**src/rtl/core/hblp_pkg.sv**
```systemverilog
// Types and constants shared by the header block line parser.
// No dependencies; every other rtl/core file refers to it by scoped name.
package hblp_pkg;

    localparam int BYTE_W = 8;
    localparam int CAP_W  = 7;
    localparam int IDX_W  = 6;
    localparam int OFF_W  = 12;
    localparam int CONS_W = 13;

    localparam logic [CAP_W-1:0] CAP_RESET = 7'd16;

    localparam logic [BYTE_W-1:0] CH_COLON = 8'h3A;
    localparam logic [BYTE_W-1:0] CH_SPACE = 8'h20;
    localparam logic [BYTE_W-1:0] CH_CR    = 8'h0D;
    localparam logic [BYTE_W-1:0] CH_LF    = 8'h0A;

    typedef enum logic [2:0] {
        PH_LSTART,
        PH_INLINE,
        PH_CRLINE,
        PH_CRBLANK,
        PH_DONE
    } phase_t;

    typedef enum logic [1:0] {
        RK_HEADER     = 2'd0,
        RK_END        = 2'd1,
        RK_INCOMPLETE = 2'd2,
        RK_ERROR      = 2'd3
    } result_kind_t;

    typedef enum logic [2:0] {
        EC_EMPTY_KEY = 3'd0,
        EC_NO_COLON  = 3'd1,
        EC_EMPTY_VAL = 3'd2,
        EC_NO_SPACE  = 3'd3,
        EC_BAD_CRLF  = 3'd4,
        EC_TOO_MANY  = 3'd5,
        EC_TOO_LONG  = 3'd6
    } error_code_t;

    typedef struct packed {
        result_kind_t      kind;
        error_code_t       err;
        logic [IDX_W-1:0]  idx;
        logic [OFF_W-1:0]  key_off;
        logic [OFF_W-1:0]  key_len;
        logic [OFF_W-1:0]  val_off;
        logic [OFF_W-1:0]  val_len;
        logic [CONS_W-1:0] consumed;
    } result_t;

    // What one byte produces: an optional main result, then an optional incomplete.
    typedef struct packed {
        logic    has_main;
        logic    has_inc;
        result_t main;
    } step_out_t;

endpackage

```
**src/rtl/core/hblp_in_reg.sv**
```systemverilog
// Input register stage of the header block line parser.
// Uses hblp_pkg for the byte width.
module hblp_in_reg
(
    input  logic                         clk,
    input  logic                         rst_n,
    input  logic                         s_tvalid,
    output logic                         s_tready,
    input  logic [hblp_pkg::BYTE_W-1:0]  s_tdata,
    input  logic                         s_tlast,
    input  logic                         take,
    output logic                         vld,
    output logic [hblp_pkg::BYTE_W-1:0]  data_byte,
    output logic                         eob
);

    logic                        vld_reg;
    logic                        vld_next;
    logic [hblp_pkg::BYTE_W-1:0] byte_reg;
    logic                        eob_reg;

    assign s_tready = !vld_reg || take;

    always_comb
    begin
        vld_next = vld_reg;
        if (s_tready)
        begin
            vld_next = s_tvalid;
        end
    end

    always_ff @(posedge clk or negedge rst_n)
    begin
        if (!rst_n)
        begin
            vld_reg <= 1'b0;
        end
        else
        begin
            vld_reg <= vld_next;
        end
    end

    // hold the word until the parser takes it
    always_ff @(posedge clk)
    begin
        if (s_tready && s_tvalid)
        begin
            byte_reg <= s_tdata;
            eob_reg  <= s_tlast;
        end
    end

    assign vld       = vld_reg;
    assign data_byte = byte_reg;
    assign eob       = eob_reg;

endmodule

```
**src/rtl/core/hblp_parse_core.sv**
```systemverilog
// Parse state and single-pass decode of one byte of a header block.
// Uses hblp_pkg for phase, result types and character constants.
module hblp_parse_core
#(
    parameter int MAX_BUFFER_BYTES = 4096,
    parameter int MAX_HEADERS      = 64
)
(
    input  logic                         clk,
    input  logic                         rst_n,
    input  logic                         cfg_wr_en,
    input  logic [hblp_pkg::CAP_W-1:0]   cfg_wr_data,
    input  logic [hblp_pkg::BYTE_W-1:0]  data_byte,
    input  logic                         eob,
    input  logic                         go,
    output hblp_pkg::step_out_t          step_out
);

    localparam int PW   = $clog2(MAX_BUFFER_BYTES + 1);
    localparam int HW   = $clog2(MAX_HEADERS + 1);
    localparam int CMPW = (HW > hblp_pkg::CAP_W) ? HW : hblp_pkg::CAP_W;
    localparam logic [PW-1:0]   POS_MAX = PW'(MAX_BUFFER_BYTES);
    localparam logic [CMPW-1:0] HDR_MAX = CMPW'(MAX_HEADERS);

    hblp_pkg::phase_t             phase_reg;
    hblp_pkg::phase_t             phase_next;
    logic [PW-1:0]                pos_reg;
    logic [PW-1:0]                pos_next;
    logic [PW-1:0]                lstart_reg;
    logic [PW-1:0]                lstart_next;
    logic [PW-1:0]                colon_reg;
    logic [PW-1:0]                colon_next;
    logic                         seen_reg;
    logic                         seen_next;
    logic                         space_reg;
    logic                         space_next;
    logic [HW-1:0]                count_reg;
    logic [HW-1:0]                count_next;
    logic [hblp_pkg::CAP_W-1:0]   cap_reg;

    logic                         is_cr;
    logic                         is_lf;
    logic [PW:0]                  cr_minus_colon;
    logic [PW:0]                  colon_plus1;
    logic [PW+1:0]                colon_plus2;
    logic [PW:0]                  pos_plus1;
    logic                         at_cap;
    logic                         err_hit;
    hblp_pkg::error_code_t        err_code;
    logic                         header;
    logic                         endblk;
    logic                         too_long;
    logic                         any_err;

    assign is_cr          = (data_byte == hblp_pkg::CH_CR);
    assign is_lf          = (data_byte == hblp_pkg::CH_LF);
    // CR sits one byte back; a borrow means the colon lies past the CR
    assign cr_minus_colon = {1'b0, pos_reg} - {{PW{1'b0}}, 1'b1} - {1'b0, colon_reg};
    assign colon_plus1    = {1'b0, colon_reg} + {{PW{1'b0}}, 1'b1};
    assign colon_plus2    = {2'b00, colon_reg} + (PW+2)'(2);
    assign pos_plus1      = {1'b0, pos_reg} + {{PW{1'b0}}, 1'b1};
    assign at_cap         = (CMPW'(count_reg) >= CMPW'(cap_reg))
                            || (CMPW'(count_reg) >= HDR_MAX);

    // decode: line checks in precedence order
    always_comb
    begin
        err_hit  = 1'b0;
        err_code = hblp_pkg::EC_EMPTY_KEY;
        header   = 1'b0;
        endblk   = 1'b0;
        unique case (phase_reg)
            hblp_pkg::PH_CRLINE:
            begin
                priority if (seen_reg && (colon_reg == lstart_reg))
                begin
                    err_hit  = 1'b1;
                    err_code = hblp_pkg::EC_EMPTY_KEY;
                end
                else if (!seen_reg)
                begin
                    err_hit  = 1'b1;
                    err_code = hblp_pkg::EC_NO_COLON;
                end
                else if (!cr_minus_colon[PW] && (cr_minus_colon[PW-1:0] <= PW'(2)))
                begin
                    err_hit  = 1'b1;
                    err_code = hblp_pkg::EC_EMPTY_VAL;
                end
                else if (!space_reg)
                begin
                    err_hit  = 1'b1;
                    err_code = hblp_pkg::EC_NO_SPACE;
                end
                else if (!is_lf)
                begin
                    err_hit  = 1'b1;
                    err_code = hblp_pkg::EC_BAD_CRLF;
                end
                else if (at_cap)
                begin
                    err_hit  = 1'b1;
                    err_code = hblp_pkg::EC_TOO_MANY;
                end
                else
                begin
                    header = 1'b1;
                end
            end
            hblp_pkg::PH_CRBLANK:
            begin
                if (!is_lf)
                begin
                    err_hit  = 1'b1;
                    err_code = hblp_pkg::EC_BAD_CRLF;
                end
                else
                begin
                    endblk = 1'b1;
                end
            end
            default:
            begin
                err_hit = 1'b0;
            end
        endcase
    end

    assign too_long = (phase_reg != hblp_pkg::PH_DONE) && !err_hit && (pos_reg >= POS_MAX);
    assign any_err  = err_hit || too_long;

    // results of this byte
    always_comb
    begin
        step_out      = '0;
        step_out.main.kind = hblp_pkg::RK_HEADER;
        step_out.main.err  = hblp_pkg::EC_EMPTY_KEY;
        if (phase_reg != hblp_pkg::PH_DONE)
        begin
            if (any_err)
            begin
                step_out.has_main  = 1'b1;
                step_out.main.kind = hblp_pkg::RK_ERROR;
                step_out.main.err  = too_long ? hblp_pkg::EC_TOO_LONG : err_code;
            end
            else if (header)
            begin
                step_out.has_main     = 1'b1;
                step_out.main.kind    = hblp_pkg::RK_HEADER;
                step_out.main.idx     = hblp_pkg::IDX_W'(count_reg);
                step_out.main.key_off = hblp_pkg::OFF_W'(lstart_reg);
                step_out.main.key_len = hblp_pkg::OFF_W'(colon_reg - lstart_reg);
                step_out.main.val_off = hblp_pkg::OFF_W'(colon_plus2);
                step_out.main.val_len = hblp_pkg::OFF_W'(cr_minus_colon - (PW+1)'(2));
            end
            else if (endblk)
            begin
                step_out.has_main      = 1'b1;
                step_out.main.kind     = hblp_pkg::RK_END;
                step_out.main.consumed = hblp_pkg::CONS_W'(pos_plus1);
            end
            step_out.has_inc = eob && !any_err && !endblk;
        end
    end

    // next phase
    always_comb
    begin
        phase_next = phase_reg;
        unique case (phase_reg)
            hblp_pkg::PH_LSTART:
            begin
                phase_next = is_cr ? hblp_pkg::PH_CRBLANK : hblp_pkg::PH_INLINE;
            end
            hblp_pkg::PH_INLINE:
            begin
                phase_next = is_cr ? hblp_pkg::PH_CRLINE : hblp_pkg::PH_INLINE;
            end
            hblp_pkg::PH_CRLINE:
            begin
                phase_next = hblp_pkg::PH_LSTART;
            end
            hblp_pkg::PH_CRBLANK:
            begin
                phase_next = hblp_pkg::PH_DONE;
            end
            hblp_pkg::PH_DONE:
            begin
                phase_next = hblp_pkg::PH_DONE;
            end
            default:
            begin
                phase_next = hblp_pkg::PH_DONE;
            end
        endcase
        if (any_err || endblk)
        begin
            phase_next = hblp_pkg::PH_DONE;
        end
        if (eob)
        begin
            phase_next = hblp_pkg::PH_LSTART;
        end
    end

    // line bookkeeping
    always_comb
    begin
        pos_next    = pos_reg;
        lstart_next = lstart_reg;
        colon_next  = colon_reg;
        seen_next   = seen_reg;
        space_next  = space_reg;
        count_next  = count_reg;
        if ((phase_reg == hblp_pkg::PH_LSTART || phase_reg == hblp_pkg::PH_INLINE) && !is_cr)
        begin
            if ((data_byte == hblp_pkg::CH_COLON) && !seen_reg)
            begin
                seen_next  = 1'b1;
                colon_next = pos_reg;
            end
            else if (seen_reg && ({1'b0, pos_reg} == colon_plus1)
                     && (data_byte == hblp_pkg::CH_SPACE))
            begin
                space_next = 1'b1;
            end
        end
        if (header && !too_long)
        begin
            count_next  = count_reg + {{(HW-1){1'b0}}, 1'b1};
            lstart_next = PW'(pos_plus1);
            seen_next   = 1'b0;
            space_next  = 1'b0;
            colon_next  = '0;
        end
        if (phase_reg != hblp_pkg::PH_DONE && pos_reg < POS_MAX)
        begin
            pos_next = PW'(pos_plus1);
        end
        if (eob)
        begin
            pos_next    = '0;
            lstart_next = '0;
            colon_next  = '0;
            seen_next   = 1'b0;
            space_next  = 1'b0;
            count_next  = '0;
        end
    end

    always_ff @(posedge clk or negedge rst_n)
    begin
        if (!rst_n)
        begin
            phase_reg  <= hblp_pkg::PH_LSTART;
            pos_reg    <= '0;
            lstart_reg <= '0;
            colon_reg  <= '0;
            seen_reg   <= 1'b0;
            space_reg  <= 1'b0;
            count_reg  <= '0;
        end
        else if (go)
        begin
            phase_reg  <= phase_next;
            pos_reg    <= pos_next;
            lstart_reg <= lstart_next;
            colon_reg  <= colon_next;
            seen_reg   <= seen_next;
            space_reg  <= space_next;
            count_reg  <= count_next;
        end
    end

    always_ff @(posedge clk or negedge rst_n)
    begin
        if (!rst_n)
        begin
            cap_reg <= hblp_pkg::CAP_RESET;
        end
        else if (cfg_wr_en)
        begin
            cap_reg <= cfg_wr_data;
        end
    end

endmodule

```
**src/rtl/core/hblp_out_stage.sv**
```systemverilog
// Result register of the header block line parser; plays out up to two words per byte.
// Uses hblp_pkg for the result types.
module hblp_out_stage
(
    input  logic                 clk,
    input  logic                 rst_n,
    input  hblp_pkg::step_out_t  step_out,
    input  logic                 load,
    output logic                 can_load,
    output logic                 m_tvalid,
    input  logic                 m_tready,
    output hblp_pkg::result_t    item,
    output logic                 item_last
);

    logic                busy_reg;
    logic                busy_next;
    logic                pend_reg;
    logic                pend_next;
    logic                last_reg;
    logic                last_next;
    hblp_pkg::result_t   cur_reg;
    hblp_pkg::result_t   cur_next;
    hblp_pkg::result_t   inc_item;
    logic                taken;

    always_comb
    begin
        inc_item      = '0;
        inc_item.kind = hblp_pkg::RK_INCOMPLETE;
        inc_item.err  = hblp_pkg::EC_EMPTY_KEY;
    end

    assign taken    = busy_reg && m_tready;
    assign can_load = !busy_reg || (taken && !pend_reg);

    always_comb
    begin
        busy_next = busy_reg;
        pend_next = pend_reg;
        last_next = last_reg;
        cur_next  = cur_reg;
        if (load && (step_out.has_main || step_out.has_inc))
        begin
            busy_next = 1'b1;
            if (step_out.has_main)
            begin
                cur_next  = step_out.main;
                last_next = !step_out.has_inc;
                pend_next = step_out.has_inc;
            end
            else
            begin
                cur_next  = inc_item;
                last_next = 1'b1;
                pend_next = 1'b0;
            end
        end
        else if (taken)
        begin
            // advance to the trailing incomplete word, or drop out
            if (pend_reg)
            begin
                cur_next  = inc_item;
                last_next = 1'b1;
                pend_next = 1'b0;
            end
            else
            begin
                busy_next = 1'b0;
            end
        end
    end

    always_ff @(posedge clk or negedge rst_n)
    begin
        if (!rst_n)
        begin
            busy_reg <= 1'b0;
            pend_reg <= 1'b0;
        end
        else
        begin
            busy_reg <= busy_next;
            pend_reg <= pend_next;
        end
    end

    always_ff @(posedge clk)
    begin
        cur_reg  <= cur_next;
        last_reg <= last_next;
    end

    assign m_tvalid  = busy_reg;
    assign item      = cur_reg;
    assign item_last = last_reg;

endmodule

```
**src/rtl/core/header_block_line_parser.sv**
```systemverilog
// Top level of the header block line parser: input register, parse core, result register.
// Depends on hblp_pkg, hblp_in_reg, hblp_parse_core and hblp_out_stage.
//
//   channel  | dir | payload                                      | notes
//   ---------+-----+----------------------------------------------+---------------------------
//   s_*      | in  | tdata = data_byte, tlast = end_of_buffer     | one buffer byte per word
//   m_*      | out | tuser = result_kind, tdata = result fields,  | up to two words per byte
//            |     | tlast = last_of_run                          |
//   cfg_*    | in  | header_capacity (7 bits)                     | write when idle, reset 16
//
// Cycles: one byte is accepted per clock while s_tready is high. A byte is decoded in the
// cycle after it is registered; its first result word enters the result register (m_*) when
// the byte is taken. A byte that closes a header line and also ends the buffer gives two
// words and holds the result register until both are taken; every other byte gives at most
// one word. Reset clears the parse state and sets the capacity to 16. A stall on m_tready
// holds the result register and drops s_tready while the held input byte yields a word.
module header_block_line_parser
#(
    parameter int MAX_BUFFER_BYTES = 4096,
    parameter int MAX_HEADERS      = 64
)
(
    input  logic        clk,
    input  logic        rst_n,

    input  logic        cfg_wr_en,
    input  logic [6:0]  cfg_wr_data,     // header_capacity

    input  logic        s_tvalid,
    output logic        s_tready,
    input  logic [7:0]  s_tdata,         // [7:0] data_byte
    input  logic        s_tlast,         // end_of_buffer

    output logic        m_tvalid,
    input  logic        m_tready,
    // [2:0] error_code, [8:3] header_index, [20:9] key_offset, [32:21] key_length,
    // [44:33] value_offset, [56:45] value_length, [69:57] consumed_length, [71:70] zero
    output logic [71:0] m_tdata,
    output logic [1:0]  m_tuser,         // [1:0] result_kind
    output logic        m_tlast          // last_of_run
);

    logic                        in_vld;
    logic [hblp_pkg::BYTE_W-1:0] in_byte;
    logic                        in_eob;
    logic                        go;
    logic                        can_load;
    hblp_pkg::step_out_t         step_out;
    hblp_pkg::result_t           item;

    // A byte that yields no word passes even while the result register is full.
    assign go = in_vld && (can_load || !(step_out.has_main || step_out.has_inc));

    hblp_in_reg u_in_reg
    (
        .clk       (clk),
        .rst_n     (rst_n),
        .s_tvalid  (s_tvalid),
        .s_tready  (s_tready),
        .s_tdata   (s_tdata),
        .s_tlast   (s_tlast),
        .take      (go),
        .vld       (in_vld),
        .data_byte (in_byte),
        .eob       (in_eob)
    );

    hblp_parse_core
    #(
        .MAX_BUFFER_BYTES (MAX_BUFFER_BYTES),
        .MAX_HEADERS      (MAX_HEADERS)
    )
    u_parse_core
    (
        .clk         (clk),
        .rst_n       (rst_n),
        .cfg_wr_en   (cfg_wr_en),
        .cfg_wr_data (cfg_wr_data),
        .data_byte   (in_byte),
        .eob         (in_eob),
        .go          (go),
        .step_out    (step_out)
    );

    hblp_out_stage u_out_stage
    (
        .clk       (clk),
        .rst_n     (rst_n),
        .step_out  (step_out),
        .load      (go),
        .can_load  (can_load),
        .m_tvalid  (m_tvalid),
        .m_tready  (m_tready),
        .item      (item),
        .item_last (m_tlast)
    );

    // pack the result word, first field in the lowest bits
    assign m_tdata = {2'b00, item.consumed, item.val_len, item.val_off,
                      item.key_len, item.key_off, item.idx, item.err};
    assign m_tuser = item.kind;

endmodule
```
**config.mk**
```make
export PLATFORM = sky130hd
export DESIGN_NAME = header_block_line_parser
export DESIGN_NICKNAME = d
export VERILOG_FILES = /design/src/rtl/core/hblp_pkg.sv /design/src/rtl/core/hblp_in_reg.sv /design/src/rtl/core/hblp_parse_core.sv /design/src/rtl/core/hblp_out_stage.sv /design/src/rtl/core/header_block_line_parser.sv
export SDC_FILE = /design/constraint.sdc
export NUM_CORES = 1
export LEC_CHECK = 0
export BUFFER_PORTS_ARGS = -buffer_cell sky130_fd_sc_hd__buf_4
export CAP_MARGIN = 20
export CORE_MARGIN = 2
export CORE_UTILIZATION = 30
export CTS_BUF_LIST = sky130_fd_sc_hd__clkbuf_8
export CTS_CLUSTER_DIAMETER = 100
export DETAILED_ROUTE_END_ITERATION = 10
export SYNTH_ARGS = -nofsm -noshare
export SYNTH_HDL_FRONTEND = slang
export SYNTH_HIERARCHICAL = 1
export SYNTH_SLANG_ARGS = --single-unit
```
**constraint.sdc**
```tcl
create_clock -name clk -period 7.1 [get_ports clk]
set_clock_uncertainty 0.15 [all_clocks]
set_input_delay 0.355 -clock clk [delete_from_list [all_inputs] [get_ports clk]]
set_output_delay 0.355 -clock clk [all_outputs]
set_load 0.05 [all_outputs]
```
==> results.toml <==
[outcome]
outcome = "finished, final reports clean"

[global_route]
grt_pass1_vias = 6952
grt_pass1_wl_um = 38600
antenna_found_initial = 1
grt_usage_pct = 16.0
grt_max_degree = 68
grt_overflow = 0

[worst_setup_path]
timing.rr.end = "u_parse_core/pos_reg[9]"
cp_data_arrival_time_ns = 5.98
cp_slowest_cell = "a2111oi_4"
worstSetupStartpointType = "register"
worstPathMaxFanout = 58
crit_start = "u_parse_core/colon_reg[0]"
critPathKind = "register to register"
required_ns = 7.34
worst_path_most_repeated_cell = "nor2_1"
endpoint_kind = "register"
slowest_delay_ns = 0.51
worstRegToRegCells = 23
reg2reg_from = "u_parse_core/colon_reg[0]"
path_cells = "inv_1 -> ha_1 -> inv_1 -> fa_1 -> nor2b_1 -> o2111ai_2 -> a31oi_1 -> o22ai_1 -> a2111oi_4 -> o311a_1 -> buf_4 -> o21ai_1 -> inv_2 -> nor2_1 -> nor2_1 -> o21a_2 -> buf_4 -> inv_1 -> nor2_1 -> nand2_1 -> nor2_1 -> o21ai_0 -> o21ai_0"
r2r_slack_ns = 1.36

[hold_path]
holdPathStages = 2
hold_end = "u_parse_core/cap_reg[0]"
hold_class = "input pin to register"
hp-start = "cfg_wr_en"

[cts]
clock_sinks = 143
cts_root_buffer = "clkbuf_8"
post_cts_buffers = 0
htree_levels = 4
cts.path.max_buffers = 2
ctsResizeCount = 0
cts_buffers = 17
cts_tree = "yes"
clk_pin_slew_ns = 0.09
clock_latency_ns = 0.47

[placement]
dpl.hpwl_um = 17700
place_inst = 1364
placed_area_mm2 = 0.00993
place_ws_ns = 1.50
portBuffers = 95
place_congestion = 0.889

[timing]
fmax_mhz = 174
period_share_pct = 80.9
hold_viol = 0
setup_viol = 0
maxSlewViolCount = 0
fin_setup_tns_ns = 0
worst_pin_slew_ns = 0.950
layout_setup_ws_ns = 1.36
min_period_ns = 5.74
rsz0062_at_grt = "false"
slew-limit-headroom_pct = 36.7

[cells_and_area]
largest_reg_flops = 72
instances_no_fill = 1420
drive_gt1_share_pct = 15.3
seq_area_mm2 = 0.00399
multiInputGateArea_mm2 = 0.00444
area_growth_pct = 18.9
fin_nets = 1082
final_cell_mix = "115 x nor2_1, 103 x buf_4, 93 x and3_1, 82 x edfxtp_1, 72 x nand2_1"
nFillCells = 2902
layout_commonest_cell = "nor2_1"
n_antenna_cell = 0
finalInstanceArea_mm2 = 0.0105

[floorplan]
die-area_mm2 = 0.0310
core_area_mm2 = 0.0289
num_rows = 62
pin_count = 98
initial_core_util_pct = 30.6
die_w_um = 176
die_y_um = 176

[drt]
drt-initial-drc-count = 545
via_per_inst = 5.21
vias = 7397
drt_wl_total_um = 24600
firstDrtPassIters = 5
wl_per_cell_um = 17.3
drc_errors = 0
postRouteAntennaNets = 0

[yosys]
ys_async_sr_fraction_pct = 42.7
synth_seq_cells = 143
synth_area_per_cell_um2 = 9.47
ys_seq_area_share_pct = 45.0
synth_edf_count = 82
syn_inst = 936
syn_area_mm2 = 0.00887
ys.warnings.count = 6
synth_ff_type = "edfxtp_1"
yosys.cell_types.count = 79

[power]
powerDensity_mw_per_mm2 = 246
vdd_drop_max_mv = 0.102
power.leakage_nw = 4.44

[job]
cap_viol_max_count = 0
==> metal layers <==
metal	GRT usage, %	vias up	wire length (um)
li1	-	3541	-
met3	3.55	29	1800
met5	0	-	0
met1	22.8	3525	11500
met4	4.58	0	452
met2	24.3	302	10900
==> per-stage QoR <==
stage | hold WS [ns] | total power (W) | util [%]
final | 0.0773 | 0.00260 | 36.4
after CTS | 0.0608 | 0.00260 | 36.4
after detailed placement | 0.342 | 0.00193 | 34.3
after floorplan | -0.0906 | 0.00169 | -
after global placement | 0.331 | 0.00193 | 34.2
after global routing | 0.0844 | 0.00273 | 36.4
==> timing repair <==
item	CTS	global route
hold buffers	24	0
endpoints found under the setup margin	0	0
hold endpoints to repair	77	0
==> cells by family (layout without fill, tap and decap cells) <==
kind of cell	after synthesis	after routing	synth area share, %
adders and majority gates	38	38	5.53
AOI/OAI and AO/OA	187	187	15.0
other	1	2	0.0423
and+or+nand+nor	378	378	21.7
DFF	143	143	45.0
muxes	7	7	0.818
buffers and inverters	117	216	5.49
xor gates and xnor gates	65	65	6.42
==> layout make-up <==
class | instances | area share, %
clock buffers | 17 | 2.22
clock inverters | 15 | 1.39
inverters | 55 | 1.96
multi-input cells | 677 | 42.1
flip-flops and latches | 143 | 37.8
well taps | 384 | 4.56
repair buffers | 129 | 9.99
==> critical path, delay by kind of cell, from the launching register on <==
family	cells	cell delay [ns]
buf+inv	6	1.34
fa+ha+maj	2	0.69
flops	1	0.48
simple gates	6	1.08
compound gates	9	1.89
==> synthesized netlist by cell type (all sizes together), types with 4 or more instances <==
cell | n | area (um^2)
a2111o | 10 | 113
a211o | 4 | 35.0
a211oi | 5 | 37.5
a21o | 12 | 90.1
a21oi | 28 | 140
a31oi | 5 | 31.3
a32oi | 11 | 96.3
and2 | 5 | 33.8
and3 | 93 | 582
buf | 23 | 125
clkbuf | 39 | 155
dfrtp | 60 | 1500
edfxtp | 82 | 2460
ha | 36 | 450
inv | 55 | 206
mux2i | 5 | 50.1
nand2 | 73 | 274
nand2b | 9 | 63.8
nand3 | 21 | 105
nand4 | 9 | 56.3
nor2 | 115 | 432
nor2b | 6 | 37.5
nor3 | 13 | 65.1
nor4 | 10 | 83.8
o211ai | 10 | 88.8
o21ai | 60 | 312
o22ai | 5 | 31.3
o311ai | 4 | 42.6
or3 | 5 | 31.3
or4 | 4 | 33.8
xnor2 | 47 | 412
xor2 | 18 | 158
==> worst max-delay path by stage <==
stage | end
after floorplan | u_out_stage/item[0]
after global placement | u_parse_core/pos_reg[10]
after detailed placement | u_parse_core/pos_reg[9]
after CTS | u_parse_core/pos_reg[9]
after global routing | u_parse_core/pos_reg[8]
final | u_parse_core/pos_reg[9]
==> power by group <==
part / switching [W] / leakage [nW] / internal [W] / total (W)
sequential: 0.0000553 / 1.62 / 0.000939 / 0.000994
combinational: 0.000600 / 2.62 / 0.000349 / 0.000949
clock: 0.000344 / 0.195 / 0.000310 / 0.000654
Note: power is estimated with default switching activity, not from simulation.
